## src/rtl/random_sample_set_table_defines.svh

```systemverilog
// Assertion helpers shared by the set table RTL.
// Each macro expects signals named clk and rst_n in the enclosing scope.
`ifndef RANDOM_SAMPLE_SET_TABLE_DEFINES_SVH
`define RANDOM_SAMPLE_SET_TABLE_DEFINES_SVH

// Condition must hold at every clock edge out of reset.
`define RSST_HOLDS(lbl, cond) \
  lbl: assert property (@(posedge clk) disable iff (!rst_n) (cond)) \
    else $error("rsst: invariant violated");

// Antecedent implies consequent in the same cycle.
`define RSST_IMPLIES(lbl, ante, cons) \
  lbl: assert property (@(posedge clk) disable iff (!rst_n) (ante) |-> (cons)) \
    else $error("rsst: implication violated");

// Antecedent implies consequent in the next cycle.
`define RSST_NEXT(lbl, ante, cons) \
  lbl: assert property (@(posedge clk) disable iff (!rst_n) (ante) |=> (cons)) \
    else $error("rsst: next-cycle check violated");

`endif

```

## src/rtl/rsst_pkg.sv

```systemverilog
`timescale 1ns / 1ps
`default_nettype none
package rsst_pkg;

  localparam int DEFAULT_CAPACITY = 64;

  localparam int KIND_W   = 2;
  localparam int VALUE_W  = 32;
  localparam int RW_W     = 16;
  localparam int STATUS_W = 3;
  localparam int MCOUNT_W = 7;

  // operation codes
  localparam logic [KIND_W-1:0] KIND_INSERT = 2'd0;
  localparam logic [KIND_W-1:0] KIND_REMOVE = 2'd1;
  localparam logic [KIND_W-1:0] KIND_SAMPLE = 2'd2;

  // result status codes
  localparam logic [STATUS_W-1:0] ST_OK      = 3'd0;
  localparam logic [STATUS_W-1:0] ST_PRESENT = 3'd1;
  localparam logic [STATUS_W-1:0] ST_ABSENT  = 3'd2;
  localparam logic [STATUS_W-1:0] ST_FULL    = 3'd3;
  localparam logic [STATUS_W-1:0] ST_EMPTY   = 3'd4;

  // controller -> datapath
  typedef struct packed {
    logic                accept;
    logic                scan;
    logic                ins_wr;
    logic                move_rd;
    logic                move_wr;
    logic                samp_mul;
    logic                samp_rd;
    logic                load_out;
    logic                success;
    logic                take_sample;
    logic [STATUS_W-1:0] status;
  } rsst_cmd_t;

  // datapath -> controller
  typedef struct packed {
    logic hit;
    logic scan_done;
    logic full;
    logic empty;
  } rsst_stat_t;

endpackage
`default_nettype wire

```

## src/rtl/rsst_datapath.sv

```systemverilog
`timescale 1ns / 1ps
`default_nettype none
`include "random_sample_set_table_defines.svh"
module rsst_datapath
  import rsst_pkg::*;
#(
  parameter int CAPACITY = DEFAULT_CAPACITY
) (
  input  wire logic                       clk,
  input  wire logic                       rst_n,
  input  wire rsst_cmd_t                  cmd,
  output      rsst_stat_t                 st,
  input  wire logic        [VALUE_W-1:0]  in_value,
  input  wire logic        [RW_W-1:0]     in_random_word,
  output      logic                       res_success,
  output      logic        [VALUE_W-1:0]  res_sampled,
  output      logic        [STATUS_W-1:0] res_status,
  output      logic        [MCOUNT_W-1:0] res_count
);

  localparam int ADDR_W = $clog2(CAPACITY);
  localparam int CNT_W  = $clog2(CAPACITY + 1);
  localparam int PROD_W = RW_W + CNT_W;

  logic [VALUE_W-1:0]  mem [CAPACITY];

  logic [VALUE_W-1:0]  value_r;
  logic [RW_W-1:0]     rw_r;
  logic [CNT_W-1:0]    count_r;
  logic [CNT_W-1:0]    rd_idx_r;
  logic                cmp_vld_r;
  logic [ADDR_W-1:0]   cmp_idx_r;
  logic [ADDR_W-1:0]   slot_r;
  logic [ADDR_W-1:0]   samp_idx_r;
  logic [VALUE_W-1:0]  rd_data_r;

  logic                success_r;
  logic [VALUE_W-1:0]  sampled_r;
  logic [STATUS_W-1:0] status_r;
  logic [MCOUNT_W-1:0] mcount_r;

  logic                scan_rd;
  logic                rd_en;
  logic [ADDR_W-1:0]   rd_addr;
  logic                wr_en;
  logic [ADDR_W-1:0]   wr_addr;
  logic [VALUE_W-1:0]  wr_data;
  logic [ADDR_W-1:0]   last_idx;
  logic [PROD_W-1:0]   prod;
  logic [CNT_W+MCOUNT_W-1:0] count_ext;

  assign scan_rd  = cmd.scan && (rd_idx_r != count_r);
  assign last_idx = ADDR_W'(count_r - 1'b1);
  assign prod     = PROD_W'(rw_r) * PROD_W'(count_r);
  assign count_ext = {{MCOUNT_W{1'b0}}, count_r};

  // read port: scan, move source, or sample pick
  always_comb begin
    rd_en   = scan_rd || cmd.move_rd || cmd.samp_rd;
    priority if (scan_rd) begin
      rd_addr = ADDR_W'(rd_idx_r);
    end else if (cmd.move_rd) begin
      rd_addr = last_idx;
    end else begin
      rd_addr = samp_idx_r;
    end
  end

  // write port: append on insert, fill the hole on remove
  always_comb begin
    wr_en   = cmd.ins_wr || cmd.move_wr;
    wr_addr = slot_r;
    wr_data = rd_data_r;
    if (cmd.ins_wr) begin
      wr_addr = ADDR_W'(count_r);
      wr_data = value_r;
    end
  end

  always_ff @(posedge clk) begin
    if (wr_en) begin
      mem[wr_addr] <= wr_data;
    end
    if (rd_en) begin
      rd_data_r <= mem[rd_addr];
    end
  end

  always_ff @(posedge clk) begin
    if (!rst_n) begin
      count_r   <= '0;
      rd_idx_r  <= '0;
      cmp_vld_r <= 1'b0;
    end else begin
      if (cmd.accept) begin
        rd_idx_r  <= '0;
        cmp_vld_r <= 1'b0;
      end else if (scan_rd) begin
        rd_idx_r  <= rd_idx_r + 1'b1;
        cmp_vld_r <= 1'b1;
      end else begin
        cmp_vld_r <= 1'b0;
      end
      if (cmd.ins_wr) begin
        count_r <= count_r + 1'b1;
      end else if (cmd.move_wr) begin
        count_r <= count_r - 1'b1;
      end
    end
  end

  always_ff @(posedge clk) begin
    if (cmd.accept) begin
      value_r <= in_value;
      rw_r    <= in_random_word;
    end
    if (scan_rd) begin
      cmp_idx_r <= ADDR_W'(rd_idx_r);
    end
    if (st.hit) begin
      slot_r <= cmp_idx_r;
    end
    if (cmd.samp_mul) begin
      samp_idx_r <= prod[RW_W +: ADDR_W];
    end
    if (cmd.load_out) begin
      success_r <= cmd.success;
      sampled_r <= cmd.take_sample ? rd_data_r : '0;
      status_r  <= cmd.status;
      mcount_r  <= count_ext[MCOUNT_W-1:0];
    end
  end

  always_comb begin
    st.hit       = cmd.scan && cmp_vld_r && (rd_data_r == value_r);
    st.scan_done = (rd_idx_r == count_r) && !cmp_vld_r;
    st.full      = (count_r == CNT_W'(CAPACITY));
    st.empty     = (count_r == '0);
  end

  assign res_success = success_r;
  assign res_sampled = sampled_r;
  assign res_status  = status_r;
  assign res_count   = mcount_r;

  `RSST_HOLDS(a_count_cap, count_r <= CNT_W'(CAPACITY))
  `RSST_IMPLIES(a_ins_room, cmd.ins_wr, !st.full)
  `RSST_IMPLIES(a_move_slot, cmd.move_wr, (!st.empty) && (CNT_W'(slot_r) < count_r))
  `RSST_IMPLIES(a_samp_idx, cmd.samp_rd, CNT_W'(samp_idx_r) < count_r)
  `RSST_NEXT(a_ins_grows, cmd.ins_wr, count_r == CNT_W'($past(count_r) + 1'b1))

endmodule
`default_nettype wire

```

## config.mk

```make
export PLATFORM = sky130hd
export DESIGN_NAME = rsst_datapath
export DESIGN_NICKNAME = d
export VERILOG_FILES = /design/src/rtl/rsst_pkg.sv /design/src/rtl/rsst_datapath.sv
export VERILOG_INCLUDE_DIRS = /design/src /design/src/rtl
export SDC_FILE = /design/constraint.sdc
export NUM_CORES = 2
export LEC_CHECK = 0
export ABC_AREA = 1
export CORE_ASPECT_RATIO = 1.1
export CORE_UTILIZATION = 60
export DETAILED_ROUTE_END_ITERATION = 16
export DONT_BUFFER_PORTS = 1
export PLACE_DENSITY = 0.83
export SLEW_MARGIN = 20
export SYNTH_ARGS = -nofsm -noshare
export SYNTH_HDL_FRONTEND = slang
export SYNTH_SLANG_ARGS = --single-unit
```

## constraint.sdc

```tcl
create_clock -name clk -period 6.1 [get_ports clk]
set_input_delay 0.305 -clock clk [delete_from_list [all_inputs] [get_ports clk]]
set_output_delay 0.305 -clock clk [all_outputs]
set_load 0.03 [all_outputs]
```

# ---- Yosys cells after proc, flatten, opt, wreduce, memory -nomap -nowiden
# Memory sizes are Yosys's and may differ from the RTL's. A register that Yosys moved wholly into a read port is not among the register bits.
# Cells that the tools add are included.
dict set report classes {
  addsub 3
  multipliers 1
  n_eq_ne 4
  muxes 9
  bitwise 1
  reduce_logical 11
}
# operator count
set op_table {}
lappend op_table {{32-bit equality test} 1}
lappend op_table {{32-bit two-way mux} 1}
lappend op_table {{16-bit by 7-bit multiplier with 22-bit output} 1}
lappend op_table {{6-bit two-way mux} 3}
lappend op_table {{7-bit by 1-bit adder with 7-bit output (second input constant)} 2}
lappend op_table {{7-bit two-way mux} 2}
lappend op_table {{7-bit equality test} 1}
lappend op_table {{7-bit equality test (second input constant)} 1}
lappend op_table {{7-bit logical NOT} 1}
lappend op_table {{7-bit inequality test} 1}
lappend op_table {{7-bit by 1-bit subtractor with 7-bit output (second input constant)} 1}
lappend op_table {{1-bit logical AND} 4}
lappend op_table {{1-bit logical OR} 3}
lappend op_table {{1-bit two-way mux} 3}
lappend op_table {{2-bit nonzero test} 1}
lappend op_table {{2-bit OR reduction} 1}
lappend op_table {{1-bit logical NOT} 1}
lappend op_table {{1-bit NOT} 1}
dict set report word_totals {
  regBits 124
  mem_bits_rw 2048
  inputBits 63
  out_inout_bits 47
  elab_cells 42
  memories 1
}
# memory words word_bits read_ports rd_clocked_by_memory_dff wr line
set memory_table {}
lappend memory_table {mem 64 32 1 1 1 rsst_datapath.sv:25} ;# logic [VALUE_W-1:0] mem [CAPACITY];

# ---- Longest topological paths before layout
dict set report depth {
  depth_word 4
  depth_mapped 23
}

# ---- Worst setup path after synthesis
# OpenSTA, ideal clock, no wires.
dict set report synth_timing {
  path_type {in2reg}
  start {in cmd[10] (netlist bit)}
  end {mem mem[49][0] (enable)}
  arrival_ps 4524
  setup_slack_ps 1074
  path_stages 6
  n_path_buf 2
  path_cell_list {clkbuf_1 clkbuf_1 nand2_1 o21ai_1 inv_1 nor4_1}
}
dict set report synth_via {
  elab_chain_len 3
}
# element line
set synth_lines {}
lappend synth_lines {{start: declaration} rsst_datapath.sv:11} ;# input wire rsst_cmd_t cmd,
lappend synth_lines {{1-bit logical OR} rsst_datapath.sv:71} ;# wr_en = cmd.ins_wr || cmd.move_wr;
lappend synth_lines {{1-bit two-way mux} rsst_datapath.sv:81} ;# if (wr_en) begin
lappend synth_lines {{1-bit two-way mux (implied by the code)} rsst_datapath.sv:82} ;# mem[wr_addr] <= wr_data;
lappend synth_lines {{end: declaration} rsst_datapath.sv:25}
# Parallel ways exist; a longest one is shown, timed or not.

# ---- Worst setup path after layout
dict set report layout_timing {
  start {reg count_r[2]}
  end {reg rd_data_r[28], read port of mem (data pin)}
}
dict set report layout_via {
  elab_chain_len 4
}
# element line
set layout_lines {}
lappend layout_lines {{start: declaration} rsst_datapath.sv:29} ;# logic [CNT_W-1:0] count_r;
lappend layout_lines {{start signal: assignment} rsst_datapath.sv:105} ;# count_r <= count_r + 1'b1;
lappend layout_lines {{start signal: assignment} rsst_datapath.sv:107} ;# count_r <= count_r - 1'b1;
lappend layout_lines {{branches (longest 4 deep; another with 7-bit by 1-bit subtractor with 7-bit output)} n/a}
lappend layout_lines {{end: declaration} rsst_datapath.sv:35} ;# logic [VALUE_W-1:0] rd_data_r;
# Several ways; the timed one is not identified.
# A chain may end at the register's enable or synchronous reset.

==> results.md <==
- In this run the static leakage power is 43.2 nW.
- The final critical-path required period is 5.09 ns.
- Hold timing on the final database bottoms out at a slack of 0.0507 ns.
- The die covers 168000 µm².
- After the first detailed-routing iteration, the DRC count stood at 10.9k.
- The total iterations of the first detailed-routing run is 8.
- After routing, the total negative slack on setup checks comes to 0 ns.
- In the synthesized netlist, mux cells make up 0% of the area.
- By area, the combinational part of the netlist is dominated by simple AND/OR/NAND/NOR gates.
- Of the total synthesized cell area, the portion taken by AND, OR, NAND and NOR gates is 22.9%.
- During synthesis, Yosys emitted a total of 0 warnings.
- The average vias per placed instance is 6.22.
- The post-route netlist has 6.70% of its cells at a drive strength greater than 1.
- Measured along the y axis, the die boundary spans 429 µm.
- The final max-slew violation count is 0.
- The cell count after synthesis came out at 8985.
- The DRC violations left is 0.
- The proportion of register bits with asynchronous set or reset after synthesis is 0%.
- The commonest non-fill, non-tap cell in the layout is sky130_fd_sc_hd__nand3_1.
- Once the clock tree was built, the resizer swapped 0 gates to a different size.
- The share of the synthesized area in the top cell type is 65.9%.
- Buffers added to address setup during post-CTS repair amount to 0.
- Measured against its own limit, the worst slew margin works out to 20.8%.
- In this run the remaining antenna-violating nets after routing total 0.
- The flow ran to the end, and the final reports show no timing, DRC or antenna violations.
- Along the worst path, the maximum fanout reaches 76.
- The number of sinks handled by clock tree synthesis is 2204.
- The cell area that synthesis handed to floorplanning was 99700 µm².
- The worst-skew pair later-pin latency is 0.87 ns.
- The area growth from synthesis to layout is 9.91%.
- The finished cells cover 110000 µm².
- In this run, synthesis inferred 2189 flip-flops with an integrated enable.
- For this run the aggregate overflow at the end of global routing stands at 0.
- The critical path capture point type is a flop.
- The routability congestion estimate from global placement is 0.886.
- Wires add up to 270000 µm.
- Summed over all instances, the cell type with the most area after synthesis is sky130_fd_sc_hd__edfxtp_1.
- The clock slew seen by the registers of the worst setup and hold paths is 0.07 ns.
- The xor/xnor cell area share of the yosys netlist is 0.228%.
- The post-synthesis net count is 9155.
- The pin count of the biggest net entering global routing is 208.
- The H-tree was split into 4 levels.
- Setup violations remaining at the end of the flow were counted as 0.
- The maximum frequency from static timing analysis is 0.197 GHz.
- The share of synthesized cell area in full adder, half adder and majority cells is 1.85%.
- Across every metal layer, demand over resource in global routing totals 31.9%.
- The core region is 165000 µm².
- The total half-perimeter wirelength after legalization and detailed placement is 149000 µm.
- The largest clock skew in the final design is 0.0390 ns.
- The boundary pin count is 110.
- The number of nets in the final layout is 9041.
- The maximum buffer depth of the clock tree is 3.
- The count of unique library cells instantiated by Yosys is 44.
- The placed instances occupy a cell area of 102000 µm².
- The first global-routing pass estimated 405000 µm of wire.
- TritonCTS created 201 clock buffers.
- Of the available clock period, the critical path in the final layout requires 83.4%.
- The maximum vdd drop is 0.242 mV.
- The power per standard cell area is 365 nW/µm².
- The sequential cell area fraction in the yosys report is 66.2%.
- Max-cap violations in this run came to 0.
- For the worst setup path, the data required time is 6.71 ns.
- The via count is 70.0k.
- Ranked by total cell area, the synthesized netlist is headed by sky130_fd_sc_hd__edfxtp_1, sky130_fd_sc_hd__nand3_1, sky130_fd_sc_hd__nand3b_1.
- The startpoint kind of the worst setup timing path is a flop.
- The clock tree from TritonCTS is yes.
- The hold violation total from the final report is 0.
- Setup repair after global routing left no endpoint under its margin.
- Dividing the synthesized area by the synthesized cell count gives 11.1 µm².
- The wire length per cell is 24.0 µm.
- After filler insertion, the fill cell instance count of the layout stands at 11.0k.
- The root buffer cell chosen for the clock tree is sky130_fd_sc_hd__clkbuf_16.
- The class of the most critical hold timing path is in -> reg.
- The worst-margin pin slew is 1.19 ns.
- The die is 391 µm wide.
- The number of antenna violations at the first check in global routing was 5.
- Data arrives at the worst endpoint at 5.70 ns.
- The setup path with the least slack is of type reg -> reg.
- The initialized floorplan defines 156 standard-cell rows.
- The top flip-flop cell by instance count after synthesis is sky130_fd_sc_hd__edfxtp_1.
- Leaving out fill and tap cells, the most frequent cells in the layout are sky130_fd_sc_hd__nand3_1, sky130_fd_sc_hd__edfxtp_1, sky130_fd_sc_hd__nand2_1.
- Once the floorplan was initialized, standard cells occupied 60.6% of the core.
- Summing the areas of all compound-gate instances in the mapped netlist gives 0.626% of the synthesized area.
- Port buffering added 0 buffers.
- After synthesis the netlist holds a flip-flop and latch count of 2204.
- The number of global-route vias before repair is 68.0k.
==> per-stage QoR <==
stage               util, %  instances  setup slack, ns  total power [mW]
floorplan                 -       8985             1.07              24.3
global placement       62.2      10817             1.10              26.9
detailed placement     62.2      10817             1.13              27.2
CTS                    66.6      11251             1.15              39.7
global route           66.6      11253            0.725              41.1
finish                 66.6      11254             1.01              40.0
==> final timing paths <==
kind         depth (start not counted)       endpoint         start  slack [ns]
max                                 17  rd_data_r[28]    count_r[2]        1.01
min reg2reg                          0      slot_r[3]  cmp_idx_r[3]        0.42
min                                  2    mem[52][16]       cmd[10]        0.05
max reg2reg                         17  rd_data_r[28]    count_r[2]        1.01
==> layout make-up <==
type                       instances  area, µm²  share of cell area, %
timing repair buffer             267       2640                   2.41
multi-input combinational       4807      26400                   24.1
antenna                            3       7.51                0.00685
clock buffer                     242       5230                   4.77
sequential                      2204      66000                   60.3
tap                             2212       2770                   2.53
clock inverter                   129       1270                   1.16
inverter                        1390       5230                   4.78
==> cells by family (layout without fill, tap and decap cells) <==
kind of cell	Yosys count	after routing
adder cells (fa/ha/maj)	107	107
AO/OA/AOI/OAI	107	107
XOR/XNOR	26	26
buffers and inverters	1974	2028
AND/OR/NAND/NOR	4567	4567
other	0	3
flip-flops	2204	2204
==> layer usage <==
metal / global-route usage, % / vias to the layer above / part of all wire, %
met5: 0 / - / 0.0048
met4: 16.3 / 2 / 5.4
met3: 6.73 / 956 / 13
met2: 51.1 / 5260 / 47
met1: 41.3 / 33328 / 34
li1: - / 30455 / -
==> power breakdown <==
part           leakage [nW]  switching, mW  internal, mW
Sequential             20.1          0.483          18.0
Clock                  3.17           5.60          7.04
Combinational          19.9           6.62          2.24
==> synthesized netlist by cell type, drive strengths merged, types with 3 or more instances <==
library cell  instances
xnor2                12
clkbuf              164
nand3              2196
nand3b              762
nor4                 10
inv                1387
fa                   67
nor2                 85
dfxtp                15
ha                   40
nand2              1483
buf                 420
o21ai                53
edfxtp             2189
xor2                 14
a221oi                5
a21oi                24
a31oi                 5
clkinv                3
o22ai                 5
or2                   8
nand4                13
nor3                  7
==> repair_timing <==
| action | 4_1_cts | 5_1_grt |
|---|---|---|
| endpoints found under the setup margin | 0 | 0 |
| hold buffers | 63 | 0 |
| hold endpoints to repair | 196 | 0 |
==> sequential cells by signal, summed over array words and instances, names as in the netlist <==
signal       flops
res_sampled     32
mem           2048
rd_data_r       32
res_status       3
cmp_idx_r        6
slot_r           6
res_count        7
cmp_vld_r        1
rw_r            16
value_r         32
samp_idx_r       6
res_success      1
rd_idx_r         7
count_r          7
==> critical path, cell delays in order, from the launching register on <==
cell and delay (ns):
sky130_fd_sc_hd__dfxtp_1 0.65, sky130_fd_sc_hd__buf_4 0.33, sky130_fd_sc_hd__inv_2 0.08, sky130_fd_sc_hd__nand2_1 0.06, sky130_fd_sc_hd__nand2_1 0.07, sky130_fd_sc_hd__nor2_1 0.09
sky130_fd_sc_hd__nand2_1 0.07, sky130_fd_sc_hd__o21bai_2 0.52, sky130_fd_sc_hd__nand2_8 0.56, sky130_fd_sc_hd__nand2_8 0.67, sky130_fd_sc_hd__buf_4 0.61, sky130_fd_sc_hd__nand2_1 0.11
sky130_fd_sc_hd__nand3_1 0.10, sky130_fd_sc_hd__nand3_1 0.10, sky130_fd_sc_hd__nand3_1 0.13, sky130_fd_sc_hd__nand3_1 0.21, sky130_fd_sc_hd__nand3_1 0.23, sky130_fd_sc_hd__nand2_1 0.09
Note: power is estimated with default switching activity, not from simulation.
