### config.mk
export PLATFORM = sky130hd
export DESIGN_NAME = rsst_ctrl
export DESIGN_NICKNAME = d
export VERILOG_FILES = /design/src/rtl/random_sample_set_table_defines.svh /design/src/rtl/rsst_pkg.sv /design/src/rtl/rsst_ctrl.sv
export SDC_FILE = /design/constraint.sdc
export NUM_CORES = 1
export LEC_CHECK = 0
export BUFFER_PORTS_ARGS = -buffer_cell sky130_fd_sc_hd__buf_2
export CAP_MARGIN = 0
export CORE_MARGIN = 2
export CORE_UTILIZATION = 50
export CTS_BUF_LIST = sky130_fd_sc_hd__clkbuf_16
export DETAILED_ROUTE_END_ITERATION = 8
export HOLD_SLACK_MARGIN = 0.06
export PLACE_DENSITY = 0.81
export RECOVER_POWER = 100
export SLEW_MARGIN = 20
export SYNTH_ARGS = -nofsm -noshare
export SYNTH_HDL_FRONTEND = slang
export SYNTH_SLANG_ARGS = --single-unit
### constraint.sdc
create_clock -name clk -period 2.1 [get_ports clk]
set_input_delay 0.315 -clock clk [delete_from_list [all_inputs] [get_ports clk]]
set_output_delay 0.315 -clock clk [all_outputs]
set_load 0.03 [all_outputs]
### src/rtl/random_sample_set_table_defines.svh
// Assertion helpers shared by the set table RTL.
// Each macro expects signals named clk and rst_n in the enclosing scope.
`ifndef RANDOM_SAMPLE_SET_TABLE_DEFINES_SVH
`define RANDOM_SAMPLE_SET_TABLE_DEFINES_SVH

// Condition must hold at every clock edge out of reset.
`define RSST_HOLDS(lbl, cond) \
  lbl: assert property (@(posedge clk) disable iff (!rst_n) (cond)) \
    else $error("rsst: invariant violated");

// Antecedent implies consequent in the same cycle.
`define RSST_IMPLIES(lbl, ante, cons) \
  lbl: assert property (@(posedge clk) disable iff (!rst_n) (ante) |-> (cons)) \
    else $error("rsst: implication violated");

// Antecedent implies consequent in the next cycle.
`define RSST_NEXT(lbl, ante, cons) \
  lbl: assert property (@(posedge clk) disable iff (!rst_n) (ante) |=> (cons)) \
    else $error("rsst: next-cycle check violated");

`endif

### src/rtl/rsst_pkg.sv
`timescale 1ns / 1ps
`default_nettype none
package rsst_pkg;

  localparam int DEFAULT_CAPACITY = 64;

  localparam int KIND_W   = 2;
  localparam int VALUE_W  = 32;
  localparam int RW_W     = 16;
  localparam int STATUS_W = 3;
  localparam int MCOUNT_W = 7;

  // operation codes
  localparam logic [KIND_W-1:0] KIND_INSERT = 2'd0;
  localparam logic [KIND_W-1:0] KIND_REMOVE = 2'd1;
  localparam logic [KIND_W-1:0] KIND_SAMPLE = 2'd2;

  // result status codes
  localparam logic [STATUS_W-1:0] ST_OK      = 3'd0;
  localparam logic [STATUS_W-1:0] ST_PRESENT = 3'd1;
  localparam logic [STATUS_W-1:0] ST_ABSENT  = 3'd2;
  localparam logic [STATUS_W-1:0] ST_FULL    = 3'd3;
  localparam logic [STATUS_W-1:0] ST_EMPTY   = 3'd4;

  // controller -> datapath
  typedef struct packed {
    logic                accept;
    logic                scan;
    logic                ins_wr;
    logic                move_rd;
    logic                move_wr;
    logic                samp_mul;
    logic                samp_rd;
    logic                load_out;
    logic                success;
    logic                take_sample;
    logic [STATUS_W-1:0] status;
  } rsst_cmd_t;

  // datapath -> controller
  typedef struct packed {
    logic hit;
    logic scan_done;
    logic full;
    logic empty;
  } rsst_stat_t;

endpackage
`default_nettype wire

### src/rtl/rsst_ctrl.sv
`timescale 1ns / 1ps
`default_nettype none
module rsst_ctrl
  import rsst_pkg::*;
(
  input  wire logic              clk,
  input  wire logic              rst_n,
  input  wire logic              in_valid,
  input  wire logic [KIND_W-1:0] in_kind,
  output      logic              in_ready,
  output      logic              out_valid,
  input  wire logic              out_ready,
  output      rsst_cmd_t         cmd,
  input  wire rsst_stat_t        st
);

  typedef enum logic [3:0] {
    S_IDLE,
    S_SEARCH,
    S_INS_WR,
    S_MOVE_RD,
    S_MOVE_WR,
    S_SAMP_MUL,
    S_SAMP_RD,
    S_RESULT
  } state_t;

  state_t              state_r;
  logic [KIND_W-1:0]   kind_r;
  logic                res_ok_r;
  logic                res_take_r;
  logic [STATUS_W-1:0] res_status_r;
  logic                out_valid_r;
  logic                out_free;

  assign out_free  = !out_valid_r || out_ready;
  assign in_ready  = (state_r == S_IDLE);
  assign out_valid = out_valid_r;

  always_comb begin
    cmd             = '0;
    cmd.accept      = (state_r == S_IDLE) && in_valid;
    cmd.scan        = (state_r == S_SEARCH);
    cmd.ins_wr      = (state_r == S_INS_WR);
    cmd.move_rd     = (state_r == S_MOVE_RD);
    cmd.move_wr     = (state_r == S_MOVE_WR);
    cmd.samp_mul    = (state_r == S_SAMP_MUL);
    cmd.samp_rd     = (state_r == S_SAMP_RD);
    cmd.load_out    = (state_r == S_RESULT) && out_free;
    cmd.success     = res_ok_r;
    cmd.take_sample = res_take_r;
    cmd.status      = res_status_r;
  end

  always_ff @(posedge clk) begin
    if (!rst_n) begin
      state_r      <= S_IDLE;
      kind_r       <= KIND_INSERT;
      res_ok_r     <= 1'b0;
      res_take_r   <= 1'b0;
      res_status_r <= ST_OK;
      out_valid_r  <= 1'b0;
    end else begin
      // drop valid after its transfer unless a new result is posted now
      if (out_valid_r && out_ready && (state_r != S_RESULT)) begin
        out_valid_r <= 1'b0;
      end
      unique case (state_r)
        S_IDLE: begin
          if (in_valid) begin
            kind_r     <= in_kind;
            res_ok_r   <= 1'b0;
            res_take_r <= 1'b0;
            unique case (in_kind)
              KIND_INSERT, KIND_REMOVE: begin
                res_status_r <= ST_OK;
                state_r      <= S_SEARCH;
              end
              KIND_SAMPLE: begin
                if (st.empty) begin
                  res_status_r <= ST_EMPTY;
                  state_r      <= S_RESULT;
                end else begin
                  res_status_r <= ST_OK;
                  state_r      <= S_SAMP_MUL;
                end
              end
              default: begin
                res_status_r <= ST_OK;
                state_r      <= S_RESULT;
              end
            endcase
          end
        end
        S_SEARCH: begin
          priority if (st.hit) begin
            if (kind_r == KIND_REMOVE) begin
              state_r <= S_MOVE_RD;
            end else begin
              res_status_r <= ST_PRESENT;
              state_r      <= S_RESULT;
            end
          end else if (st.scan_done) begin
            if (kind_r == KIND_REMOVE) begin
              res_status_r <= ST_ABSENT;
              state_r      <= S_RESULT;
            end else if (st.full) begin
              res_status_r <= ST_FULL;
              state_r      <= S_RESULT;
            end else begin
              state_r <= S_INS_WR;
            end
          end else begin
            // hold: scan still running
            state_r <= S_SEARCH;
          end
        end
        S_INS_WR: begin
          res_ok_r <= 1'b1;
          state_r  <= S_RESULT;
        end
        S_MOVE_RD: begin
          state_r <= S_MOVE_WR;
        end
        S_MOVE_WR: begin
          res_ok_r <= 1'b1;
          state_r  <= S_RESULT;
        end
        S_SAMP_MUL: begin
          state_r <= S_SAMP_RD;
        end
        S_SAMP_RD: begin
          res_ok_r   <= 1'b1;
          res_take_r <= 1'b1;
          state_r    <= S_RESULT;
        end
        S_RESULT: begin
          if (out_free) begin
            out_valid_r <= 1'b1;
            state_r     <= S_IDLE;
          end
        end
        default: begin
          state_r <= S_IDLE;
        end
      endcase
    end
  end

endmodule
`default_nettype wire

* Word level (Yosys, flattened, before mapping)
Cells that the tools add are included.
** Cells by class
- Multiplexer cells :: 25
- Reduce and logical (&&, ||, !) cells :: 18
- Eq/ne operators :: 16
** Operators by type and width (number)
- two-way mux 3 bit :: 11
- one-hot mux 4 bit (6 select lines) :: 1
- equality test 4 x 3 -> 1 bit (second input constant) :: 4
- two-way mux 4 bit :: 4
- one-hot mux 3 bit (2 select lines) :: 2
- equality test 4 x 2 -> 1 bit (second input constant) :: 2
- AND reduction 2 bit :: 4
- nonzero test 2 bit :: 3
- AND reduction 5 bit :: 1
- equality test 2 x 1 -> 1 bit (second input constant) :: 2
- equality test 4 x 1 -> 1 bit (second input constant) :: 1
- logical AND 1 bit :: 4
- zero test 4 bit :: 1
- two-way mux 1 bit :: 4
- != test 2 bit (second input constant) :: 2
- != test 4 x 1 -> 1 bit (second input constant) :: 1
- != test 4 x 3 -> 1 bit (second input constant) :: 1
- one-hot mux 1 bit (2 select lines) :: 2
- != test 3 x 1 -> 1 bit (second input constant) :: 1
- != test 3 bit (second input constant) :: 1
- OR reduction 3 bit :: 1
- equality test 2 bit (second input constant) :: 1
- zero test 2 bit :: 1
- two-way mux 2 bit :: 1
- other kinds (3) :: 3
** Storage, ports and cells
- Input bits :: 10
- Output and inout bits :: 15
- Register bits after elaboration :: 12

* Depth between registers and ports, before layout
Gate-level depths: netlist (run 1).
- Depth after elaboration :: 5
- Depth in mapped cells :: 7

* Worst setup path before layout (run 1)
OpenSTA, ideal clock, no wires.
- Kind :: register to register
- Start point :: register state_r[2]
- End point :: register res_status_r[1]
- Setup time :: 0.060 ns
- Path buffers :: 1
- Arrival time :: 1.654 ns
- Stages on the path, launching flop included :: 8
- Setup slack :: 0.385 ns
- Path through :: dfxtp_1 -> buf_6 -> nor3_4 -> nand2_2 -> clkinv_2 -> nor3_1 -> nor3_2 -> o221a_1
** Between the ends
- Word-level cells in the longest chain between the ends :: 3
** Ends and longest elaborated chain
- from (decl) :: RTL line rsst_ctrl.sv:28 : state_t state_r;
- from (signal assigned) :: RTL line rsst_ctrl.sv:57 : state_r <= S_IDLE;
- from (signal assigned) :: RTL line rsst_ctrl.sv:77 : state_r <= S_SEARCH;
- from (signal assigned) :: RTL line rsst_ctrl.sv:82 : state_r <= S_RESULT;
- zero test 4 bit (*)
- net in_ready :: RTL line rsst_ctrl.sv:10 : output logic in_ready,
- != test 2 bit (no line) or nonzero test 2 bit (tied branches)
- AND reduction 5 bit (no line)
- to (signal assigned) :: RTL line rsst_ctrl.sv:61 : res_status_r <= ST_OK;
- to (signal assigned) :: RTL line rsst_ctrl.sv:76 : res_status_r <= ST_OK;
- to (signal assigned) :: RTL line rsst_ctrl.sv:81 : res_status_r <= ST_EMPTY;
- to (decl) :: RTL line rsst_ctrl.sv:32 : logic [STATUS_W-1:0] res_status_r;
The timed path passes the listed nets; every way through them passes the cells marked *.
A chain may end at the register's enable or synchronous reset.

==> results of run 1 <==
cell usage after synthesis:
library cell / count / share of area, %
nand2_1: 12 / 6.5
dfxtp_1: 11 / 32
o21ai_0: 6 / 4.4
a21boi_0: 5 / 5.4
a21oi_1: 5 / 3.6
nor2_1: 5 / 2.7
inv_1: 4 / 2.2
nor2b_1: 4 / 3.6
nor3_1: 4 / 2.9
clkbuf_1: 3 / 1.6
buf_4: 2 / 2.2
mux2i_1: 2 / 2.9
nand2b_1: 2 / 1.8
a21o_1: 1 / 1.1
and2_1: 1 / 0.91
and3_1: 1 / 0.91
buf_2: 1 / 0.73
buf_6: 1 / 1.6
clkinv_2: 1 / 0.73
nand2_2: 1 / 0.91
nand3_1: 1 / 0.73
nand3b_1: 1 / 1.1
nor3_2: 1 / 1.5
nor3_4: 1 / 2.4
nor3b_1: 1 / 1.1
nor3b_4: 1 / 2.7
nor4_1: 1 / 0.91
nor4b_4: 1 / 3.4
o211ai_1: 1 / 1.1
o21a_1: 1 / 1.1
o221a_1: 1 / 1.6
o31a_1: 1 / 1.3
o31ai_1: 1 / 1.1
o41ai_1: 1 / 1.3
worst register-to-register path, delay by kind of cell, from the launching register on:
| kind | cells | cell delay, ns |
|---|---|---|
| AND/OR/NAND/NOR | 4 | 0.56 |
| AO/OA/AOI/OAI | 1 | 0.25 |
| flip-flops | 1 | 0.40 |
| buffers and inverters | 2 | 0.44 |
through the flow:
step / hold WS [ns] / instance area (sq um)
final: 0.358 / 848
after floorplan: 0.460 / 689
after global placement: 0.441 / 793
after detailed placement: 0.459 / 793
after global routing: 0.388 / 848
after CTS: 0.356 / 872
power by group:
group	internal, W	switching (W)
Combinational	0.000127	0.000255
Clock	0.000250	0.0000933
Sequential	0.000248	0.0000494
layer usage:
layer / vias up / GRT usage, % / wire length (um)
met5: - / 0 / 0
met4: 0 / 12.1 / 17
met3: 2 / 4.89 / 110
met2: 32 / 30.9 / 683
met1: 300 / 27.3 / 731
li1: 341 / - / -
area by class of cell:
type                    instances  share of cell area, %
clock buffers                   3                   8.85
clock inverters                 1                  0.442
inverters                       5                   2.36
multi-input cells              63                   46.9
flip-flops and latches         11                   26.0
well taps                      15                   2.21
repair buffers                 25                   13.3
flip-flops by register name, summed over array words and instances, names as in the netlist:
signal        flops
res_status_r      3
state_r           3
out_valid         1
res_take_r        1
kind_r            2
res_ok_r          1
kinds of logic (layout without fill, tap and decap cells):
kind of cell	after synthesis	count (layout)	share of synthesized area [%]
and+or+nand+nor	38	38	34.1
AOI/OAI and AO/OA	23	23	22.0
buffers and inverters	12	34	9.07
DFF	11	11	31.9
muxes	2	2	2.90
how the worst max path moves through the flow:
| stage | to | slack (ns) | cells past startpoint |
|---|---|---|---|
| detailed placement | res_status_r[0] | 0.51 | 7 |
| finish | cmd[12] | 0.24 | 5 |
| floorplan | res_status_r[1] | 0.39 | 7 |
| global placement | res_status_r[1] | 0.55 | 4 |
| CTS | cmd[12] | 0.39 | 5 |
| global route | cmd[12] | 0.16 | 5 |
==> results by group, run 1 <==
Logic synthesis
  – Netlist cell types: 34
  – Mapped Nets: 96
  – Yosys synthesis warning count: 0
  – FF+latch count, synth: 11
  – Sequential share of the synthesized area: 31.9%
  – Syn Inst Count: 86
  – Avg Inst Size Synth: 8.02 sq um
  – Cell Area, Synth: 689 sq um

Critical path
  – Slowest CP cell: dfxtp_1
  – CP startpoint kind: register
  – Worst Setup End Kind: output pin
  – Crit path buffers/inverters: 3
  – Number of cells on the worst reg-to-reg path: 7
  – Crit path max-delay family: buffers and inverters
  – Reg2reg end: res_status_r[1]
  – R2R Path Start: state_r[0]
  – Critical Path RT: 1.78 ns
  – Crit-path max FO: 11
  – Register-to-register setup slack: 0.33 ns
  – Crit Path Category: reg2out
  – Max incr delay on CP: 0.40 ns
  – Worst-path cell chain: buf_4 -> nor3_4 -> nand2_1 -> clkinvlp_2 -> buf_2
  – Crit. Startpoint: state_r[0]
  – Worst path arrival time: 1.55 ns

Timing
  – Unrepaired setup endpoints after global routing: no
  – Relative slew slack: 63.2%
  – Setup TNS Final: 0 ns
  – Tmin final: 1.86 ns
  – Fin. Hold Viols: 0
  – FMAX: 537 MHz
  – Final Setup Violations: 0
  – Final Max Slew Viols: 0
  – Fin worst setup slack: 0.237 ns
  – Period utilization: 88.7%
  – Slew at the pin closest to its max-slew limit: 0.550 ns
  – Clk_skew: 0.000266 ns

Global routing
  – Tot GR Track Use: 20.9%
  – Vias in the first global route: 548
  – Initial antenna violation count: 0
  – First-pass GRT wire length: 2.26 mm
  – Largest net degree at the start of global routing: 15
  – Congestion Overflow GR: 0

Detailed routing
  – Vias: 675
  – Number of remaining DRC errors: 0
  – DRT iter0 DRCs: 27
  – Vias per inst: 5.49
  – Detailed Routing Iterations Pass 1: 4
  – WL/cell: 12.5 um
  – Final Routed Wirelength: 1.54 mm
  – Antenna Violating Nets Remaining: 0

Placement
  – Dpl ws: 0.509 ns
  – Port bufs: 24
  – Gpl congestion: 0.803
  – DP Wirelength: 1.14 mm
  – Cells after DPL: 119

Clock network
  – Hold buffer count at cts: 0
  – TritonCTS clock tree: built
  – Worst-path clk slew: 0.04 ns
  – Worst skew pair latency: 0.24 ns
  – Setup repair bufs after CTS: 0
  – Clock root buffer: clkbuf_16
  – Clock Sinks: 11
  – H-tree level count: 1
  – CTS resizes: 0
  – Clock buffer depth: 2
  – TritonCTS buffer count: 3

Power and ir drop
  – Power Dens Cells: 1210 nW/um^2
  – Worst ir drop on vdd: 0.623 mV
  – Total Power: 0.00102 W
  – Leakage: 0.341 nW

Final layout
  – Commonest cells after routing, fill and taps aside: nand2_1 (13), buf_2 (12), clkbuf_1 (12), dfxtp_1 (11), o21ai_0 (6)
  – Multi-input logic area: 398 sq um
  – Post-route insts no fill: 123
  – Register area: 220 sq um
  – Final #Nets: 119
  – Synth-to-Final Area Change: 23.0%
  – Fillers: 125
  – Share of layout cells above drive strength 1: 19.4%
  – Diodes inserted: 0
  – Most common cell after layout, fill and taps aside: nand2_1
  – Finished Core Util: 65.2%

Floorplanning
  – Chip width: 41.1 um
  – Num rows: 13
  – Core Region: 1300 sq um
  – I/O pins: 25
  – Die height: 41.1 um
  – Die area: 1690 sq um
  – Initial Util: 53.0%

Job
  – MaxCap Viol Count: 0

Hold path
  – Hold Path Sink: kind_r[1]
  – Hold crit path type: in2reg
  – Hold path cells: 3
  – HP Start: in_kind[1]

Run status
  – Status: finished, final reports clean
Power figures use the tool's default switching activity.
==> run 2: changes to the inputs <==
Settings changed: BUFFER_PORTS_ARGS -buffer_cell sky130_fd_sc_hd__buf_2 to -buffer_cell sky130_fd_sc_hd__buf_4, GPL_ROUTABILITY_DRIVEN set to 0.
==> run 2 against run 1 <==
Clock power grew 3%. Via count up 3.4%. Cell area grew 2.5%. Core utilization grew 1.6 points. Flip-flop and latch count stayed put. Register-to-register slack hardly changed. Die area unchanged. Non-clock buffer count is the same. Critical endpoint unchanged. First-iteration DRC count is 19% lower. Setup slack improved by 0.0040 ns. Global-route usage increased by 0.27 points. Power grew 1.5%.
==> results by group, run 2 (synthesis gave the netlist of run 1 again) <==
Clock network
  – CTS resizes: 0 (unchanged)
  – TritonCTS buffer count: 3 (unchanged)
  – TritonCTS clock tree: built
  – H-tree level count: 1 (unchanged)
  – Worst-path clk slew: 0.04 ns (about the same)
  – Clock buffer depth: 2 (unchanged)
  – Setup repair bufs after CTS: 0 (unchanged)
  – Clock Sinks: 11 (unchanged)
  – Hold buffer count at cts: 0 (unchanged)
  – Worst skew pair latency: 0.24 ns (about the same)
  – Clock root buffer: clkbuf_16

Critical path
  – Slowest CP cell: dfxtp_1
  – Worst-path cell chain: buf_4 -> nor3_1 -> nand2_2 -> clkinv_2 -> buf_4
  – Number of cells on the worst reg-to-reg path: 7 (unchanged)
  – Crit-path max FO: 11 (unchanged)
  – Worst setup path end: cmd[12]
  – R2R Path Start: state_r[0]
  – Worst path arrival time: 1.54 ns (about the same)
  – Max incr delay on CP: 0.35 ns (-0.05 ns)
  – Most frequent CP cell: buf_4
  – Reg2reg end: res_status_r[0]
  – Crit Path Category: reg2out
  – Register-to-register setup slack: 0.32 ns (about the same)
  – Worst Setup End Kind: output pin
  – Crit. Startpoint: state_r[0]
  – CP startpoint kind: register
  – Critical Path RT: 1.78 ns (about the same)

Timing
  – Final Setup Violations: 0 (unchanged)
  – Setup TNS Final: 0 ns (unchanged)
  – Period utilization: 88.5% (-0.19 points)
  – Relative slew slack: 74.4% (+11 points)
  – Clk_skew: 0.000442 ns (+0.000176 ns)
  – Tmin final: 1.86 ns (-0.00404 ns)
  – Unrepaired setup endpoints after global routing: no
  – Final Max Slew Viols: 0 (unchanged)
  – Slew at the pin closest to its max-slew limit: 0.384 ns (-0.165 ns)
  – FMAX: 538 MHz (+0.22%)
  – Fin worst setup slack: 0.241 ns (+0.00404 ns)
  – Fin. Hold Viols: 0 (unchanged)

Floorplanning
  – Num rows: 13 (unchanged)
  – I/O pins: 25 (unchanged)
  – Core Region: 1300 sq um (unchanged)
  – Die area: 1690 sq um (unchanged)
  – Die height: 41.1 um (unchanged)
  – Initial Util: 53.0% (unchanged)
  – Chip width: 41.1 um (unchanged)

Detailed routing
  – Vias: 698 (+3.4%)
  – WL/cell: 13.1 um (+4.1%)
  – Number of remaining DRC errors: 0 (unchanged)
  – Final Routed Wirelength: 1.61 mm (+4.1%)
  – Detailed Routing Iterations Pass 1: 4 (unchanged)
  – DRT iter0 DRCs: 22 (-19%)
  – Vias per inst: 5.67 (+3.4%)
  – Antenna Violating Nets Remaining: 0 (unchanged)

Placement
  – Dpl ws: 0.508 ns (-0.00124 ns)
  – Placed inst area: 853 sq um (+7.6%)
  – Port bufs: 24 (unchanged)
  – DP Wirelength: 1.19 mm (+3.6%)

Final layout
  – Commonest cells after routing, fill and taps aside: clkbuf_1 (14), nand2_1 (12), buf_4 (11), dfxtp_1 (11), o21ai_0 (6)
  – Most common cell after layout, fill and taps aside: clkbuf_1
  – Synth-to-Final Area Change: 26.1%
  – Multi-input logic area: 395 sq um (-0.63%)
  – Fin area: 870 sq um (+2.5%)
  – Final #Nets: 119 (unchanged)
  – Share of layout cells above drive strength 1: 18.5% (-0.93 points)
  – Biggest regs: res_status_r: 3 flops, state_r: 3 flops, kind_r: 2 flops
  – Fillers: 115 (-8.0%)
  – Diodes inserted: 0 (unchanged)
  – Register area: 220 sq um (unchanged)

Job
  – MaxCap Viol Count: 0 (unchanged)

Power and ir drop
  – Logic pwr share: 37.5% (about the same)
  – Clock share of power: 33.9% (+0.3 points)
  – Leakage: 0.344 nW (+0.86%)
  – Sw frac: 39.1% (+0.22 points)
  – Power Dens Cells: 1190 nW/um^2 (-0.96%)
  – Cell-internal power: 0.000632 W (+1.2%)
  – Seq pwr share: 28.5% (-0.6 points)
  – Worst ir drop on vdd: 0.611 mV (-2.0%)
  – Switching power: 0.000406 W (+2.1%)

Hold path
  – Hold crit path type: in2reg
  – HP Start: in_kind[0]

Global routing
  – Vias in the first global route: 542 (-1.1%)
  – Congestion Overflow GR: 0 (unchanged)
  – Initial antenna violation count: 0 (unchanged)
  – First-pass GRT wire length: 2.27 mm (+0.62%)
  – Tot GR Track Use: 21.2% (+0.27 points)
  – Largest net degree at the start of global routing: 15 (unchanged)

Run status
  – Status: finished, final reports clean
[run 2: cell count changes in the layout (fill, tap and decap cells not counted), moves of 2 or more]
cell / change
buf_2: -12
clkbuf_1: +2
buf_4: +10
clkinv_2: +2
[run 2: worst min path at each step]
stage / to / depth (start not counted)
final: kind_r[0] / 3
after global routing: kind_r[0] / 3
after CTS: kind_r[0] / 3
after detailed placement: res_status_r[2] / 2
after global placement: res_status_r[2] / 2
after floorplan: kind_r[1] / 2
[run 2: layer usage]
layer  up-vias  track usage (%)  wire length, um
li1        346                -                -
met1       316             26.9              717
met2        34             32.0              737
met3         2             8.15              140
met4         0             8.06               12
met5         -                0                0
[run 2: critical path, delay by kind of cell (launching register included)]
| kind | cells | cell delay [ns] |
|---|---|---|
| simple gates | 2 | 0.49 |
| buf+inv | 3 | 0.46 |
| flops | 1 | 0.35 |
[run 2: area by class of cell]
class	count	area share (%)
sequential	11	25.3
clock buffer	3	8.63
multi-input combinational	63	45.5
tap	15	2.16
clock inverter	1	0.576
timing repair buffer	25	15.5
inverter	5	2.30
[run 2: power groups by stage]
stage | clock network (W) | logic [W] | registers, W
CTS | 0.000356 | 0.000441 | 0.000301
detailed placement | 0 | 0.000436 | 0.000304
global route | 0.000367 | 0.000420 | 0.000304
finish | 0.000352 | 0.000390 | 0.000296
floorplan | 0 | 0.000332 | 0.000291
global placement | 0 | 0.000431 | 0.000301
[run 2: through the flow]
step	instances	utilization, %	hold WS, ns	total power, W
floorplan	86	-	0.460	0.000623
global placement	119	65.6	0.445	0.000732
detailed placement	119	65.6	0.453	0.000740
CTS	123	71.7	0.344	0.00110
global route	123	66.8	0.351	0.00109
finish	123	66.8	0.343	0.00104
==> run 3: changes to the inputs <==
Settings changed: ABC_AREA set to 1, PLACE_DENSITY 0.81 to 0.8.
==> run 3 against run 2 <==
Critical endpoint is now cmd[11]. Setup slack better by 0.062 ns. Via count rose by 3.7%. Flip-flop and latch count did not move. Area after synthesis grew 0.36%. Wire length grew 0.31%. Largest power group unchanged. Non-clock buffer count shrank 1. Worst hold slack lost 0.0042 ns. Global-route usage is 0.74 points higher.
==> results by group, run 3 <==
Run status
  – Status: finished, final reports clean

Timing
  – Setup TNS Final: 0 ns (unchanged)
  – Final Max Slew Viols: 0 (unchanged)
  – Relative slew slack: 74.8% (+0.43 points)
  – Period utilization: 85.6% (-3.0 points)
  – FMAX: 556 MHz (+3.5%)
  – Fin. Hold Viols: 0 (unchanged)
  – Fin worst setup slack: 0.303 ns (+0.0620 ns)
  – Final Setup Violations: 0 (unchanged)
  – Unrepaired setup endpoints after global routing: no
  – Slew at the pin closest to its max-slew limit: 0.380 ns (-0.00435 ns)
  – Tmin final: 1.80 ns (-0.0620 ns)
  – Final hold slack: 0.339 ns (-0.00419 ns)
  – Clk_skew: 0.00281 ns (+0.00237 ns)

Detailed routing
  – Number of remaining DRC errors: 0 (unchanged)
  – Metal3 WL: 91 um (-35%)
  – Routed wire length on met2: 770 um (+4.5%)
  – WL/cell: 11.0 um (-16%)
  – Vias per inst: 4.93 (-13%)
  – DRT iter0 DRCs: 17 (-23%)
  – Vias: 724 (+3.7%)
  – DRT met1 WL: 709 um (-1.1%)
  – Top layer in use: met4
  – Detailed Routing Iterations Pass 1: 4 (unchanged)
  – Antenna Violating Nets Remaining: 0 (unchanged)
  – Final Routed Wirelength: 1.61 mm (+0.31%)

Power and ir drop
  – Cell-internal power: 0.000777 W (+23%)
  – Seq pwr share: 23.7% (-4.8 points)
  – Sw frac: 49.4% (+10 points)
  – Power Dens Cells: 1750 nW/um^2 (+47%)
  – Worst ir drop on vdd: 0.951 mV (+56%)
  – Clock share of power: 22.7% (-11 points)
  – Switching power: 0.000760 W (+87%)
  – Logic pwr share: 53.5% (+16 points)
  – Leakage: 0.450 nW (+31%)

Critical path
  – Worst path arrival time: 1.48 ns (-0.06 ns)
  – Crit-path max FO: 8 (-3)
  – Slowest CP cell: dfxtp_1
  – Critical Path RT: 1.78 ns (about the same)
  – Crit Path Category: reg2out
  – Max incr delay on CP: 0.50 ns (+0.15 ns)
  – Worst-path cell chain: inv_1 -> nor2_4 -> clkbuf_1
  – CP startpoint kind: register
  – Worst Setup End Kind: output pin

Logic synthesis
  – Yosys synthesis warning count: 0 (unchanged)
  – Compound-Gate Fraction of Synth Area: 11.8% (-10 points)
  – Adder-cell share of the synthesized area: 0% (unchanged)
  – Sequential share of the synthesized area: 31.8% (-0.12 points)
  – Synth Area in XOR/XNOR: 0% (unchanged)
  – Largest family of logic cells by synthesized area: simple AND/OR/NAND/NOR gates
  – Post-synth top area cell: dfxtp_1
  – Top-area cell type share of the netlist area: 31.8% (-0.12 points)
  – Synth Flop Type: dfxtp_1
  – Post-synthesis mux area share: 0% (-2.9 points)
  – Top cells by area in the synthesized netlist: dfxtp_1 (32%), nand2_1 (12%), nor2_1 (9.2%), inv_1 (6.0%), a21oi_1 (5.8%)
  – FF+latch count, synth: 11 (unchanged)
  – Cell Area, Synth: 692 sq um (+0.36%)
  – Number of synthesized flops with an enable pin: 0 (unchanged)
  – Syn Inst Count: 107 (+24%)
  – Avg Inst Size Synth: 6.47 sq um (-19%)
  – Netlist cell types: 20 (-41%)
  – Top post-synthesis cells by count: nand2_1 (23), nor2_1 (17), dfxtp_1 (11), inv_1 (11), a21oi_1 (8)
  – Mapped Nets: 117 (+22%)
  – Async set-reset flop share out of synthesis: 0% (unchanged)
  – Dominant cell by count in the synthesized netlist: nand2_1
  – Simple-gate share of the synthesized area: 43.4% (+9.3 points)

Placement
  – DP Wirelength: 1.23 mm (+4.2%)
  – Port bufs: 24 (unchanged)
  – Placed inst area: 865 sq um (+1.3%)
  – Dpl ws: 0.765 ns (+0.257 ns)

Final layout
  – Synth-to-Final Area Change: 26.8%
  – Biggest regs: res_status_r: 3 flops, state_r: 3 flops, kind_r: 2 flops
  – Most common cell after layout, fill and taps aside: nand2_1
  – Share of layout cells above drive strength 1: 19.7% (+1.2 points)
  – Final #Nets: 143 (+20%)
  – Fin area: 877 sq um (+0.86%)
  – Fillers: 135 (+17%)
  – Diodes inserted: 0 (unchanged)
  – Commonest cells after routing, fill and taps aside: nand2_1 (26), nor2_1 (17), inv_1 (16), clkbuf_1 (13)

Global routing
  – Tot GR Track Use: 21.9% (+0.74 points)
  – Initial antenna violation count: 0 (unchanged)
  – First-pass GRT wire length: 2.33 mm (+2.7%)
  – Vias in the first global route: 579 (+6.8%)
  – Largest net degree at the start of global routing: 9 (-6)
  – Congestion Overflow GR: 0 (unchanged)

Job
  – MaxCap Viol Count: 0 (unchanged)

Clock network
  – Worst-path clk slew: 0.04 ns (about the same)
  – Hold buffer count at cts: 0 (unchanged)
  – TritonCTS clock tree: built
  – H-tree level count: 1 (unchanged)
  – Clock root buffer: clkbuf_16
  – Clock Sinks: 11 (unchanged)
  – Clock buffer depth: 2 (unchanged)
  – Setup repair bufs after CTS: 0 (unchanged)
  – CTS resizes: 0 (unchanged)
  – TritonCTS buffer count: 3 (unchanged)
  – Worst skew pair latency: 0.24 ns (about the same)

Hold path
  – Hold crit path type: in2reg

Floorplanning
  – Initial Util: 53.2% (+0.19 points)
  – I/O pins: 25 (unchanged)
  – Chip width: 41.2 um (+0.17%)
  – Die height: 41.2 um (+0.17%)
  – Die area: 1700 sq um (+0.34%)
  – Core Region: 1300 sq um (unchanged)
  – Num rows: 13 (unchanged)
## run 3: cell types whose count changed after synthesis, sizes merged, moves of 5 or more
cell | before | now
nor2 | 5 | 23
nand2 | 13 | 29
inv | 4 | 17
nor3 | 6 | 0
a21boi | 5 | 0
nand3 | 1 | 6
## run 3: path summary, 6_finish.rpt
path | start | endpoint | slack (ns) | cells after the start
worst max-delay path | state_r[0] | cmd[11] | 0.30 | 3
worst min-delay path | rst_n | out_valid | 0.34 | 2
worst max register to register | state_r[0] | res_status_r[1] | 0.67 | 7
worst min register to register | res_status_r[1] | res_status_r[1] | 0.46 | 2
## run 3: final cells by class
type | instances | area [sq um] | share of cell area (%)
clock buffers | 3 | 75.1 | 8.56
clock inverters | 1 | 3.75 | 0.428
inverters | 17 | 63.8 | 7.28
multi-input cells | 76 | 364 | 41.5
flip-flops and latches | 11 | 220 | 25.1
well taps | 15 | 18.8 | 2.14
repair buffers | 24 | 131 | 15.0
## run 3: power groups by stage
stage | Clock [W] | Combinational (W) | Sequential (W)
after global routing | 0.000363 | 0.000909 | 0.000381
after CTS | 0.000354 | 0.000943 | 0.000369
final | 0.000350 | 0.000823 | 0.000364
after floorplan | 0 | 0.000670 | 0.000404
after detailed placement | 0 | 0.000936 | 0.000372
after global placement | 0 | 0.000926 | 0.000368
## run 3: cell families (layout without fill, tap and decap cells)
family / after synthesis / in the layout
flops: 11 / 11
compound gates: 15 / 15
buf+inv: 20 / 45
simple gates: 61 / 61
## run 3: metrics by stage
| step | power, W | utilization, % | cells |
|---|---|---|---|
| final | 0.00154 | 67.4 | 147 |
| after detailed placement | 0.00131 | 66.4 | 143 |
| after global routing | 0.00165 | 67.4 | 147 |
| after CTS | 0.00167 | 72.5 | 147 |
| after global placement | 0.00129 | 66.4 | 143 |
| after floorplan | 0.00107 | - | 107 |
## run 3: critical path: cells and delay by family, from the launching register on
kind	cells	cell delay, ns
buffers and inverters	2	0.52
DFF	1	0.50
and+or+nand+nor	1	0.22
## run 3: routing by layer
metal / vias up / global-route usage, %
met2: 22 / 38.3
li1: 381 / -
met5: - / 0
met4: 0 / 7.26
met1: 314 / 24.2
met3: 7 / 8.15
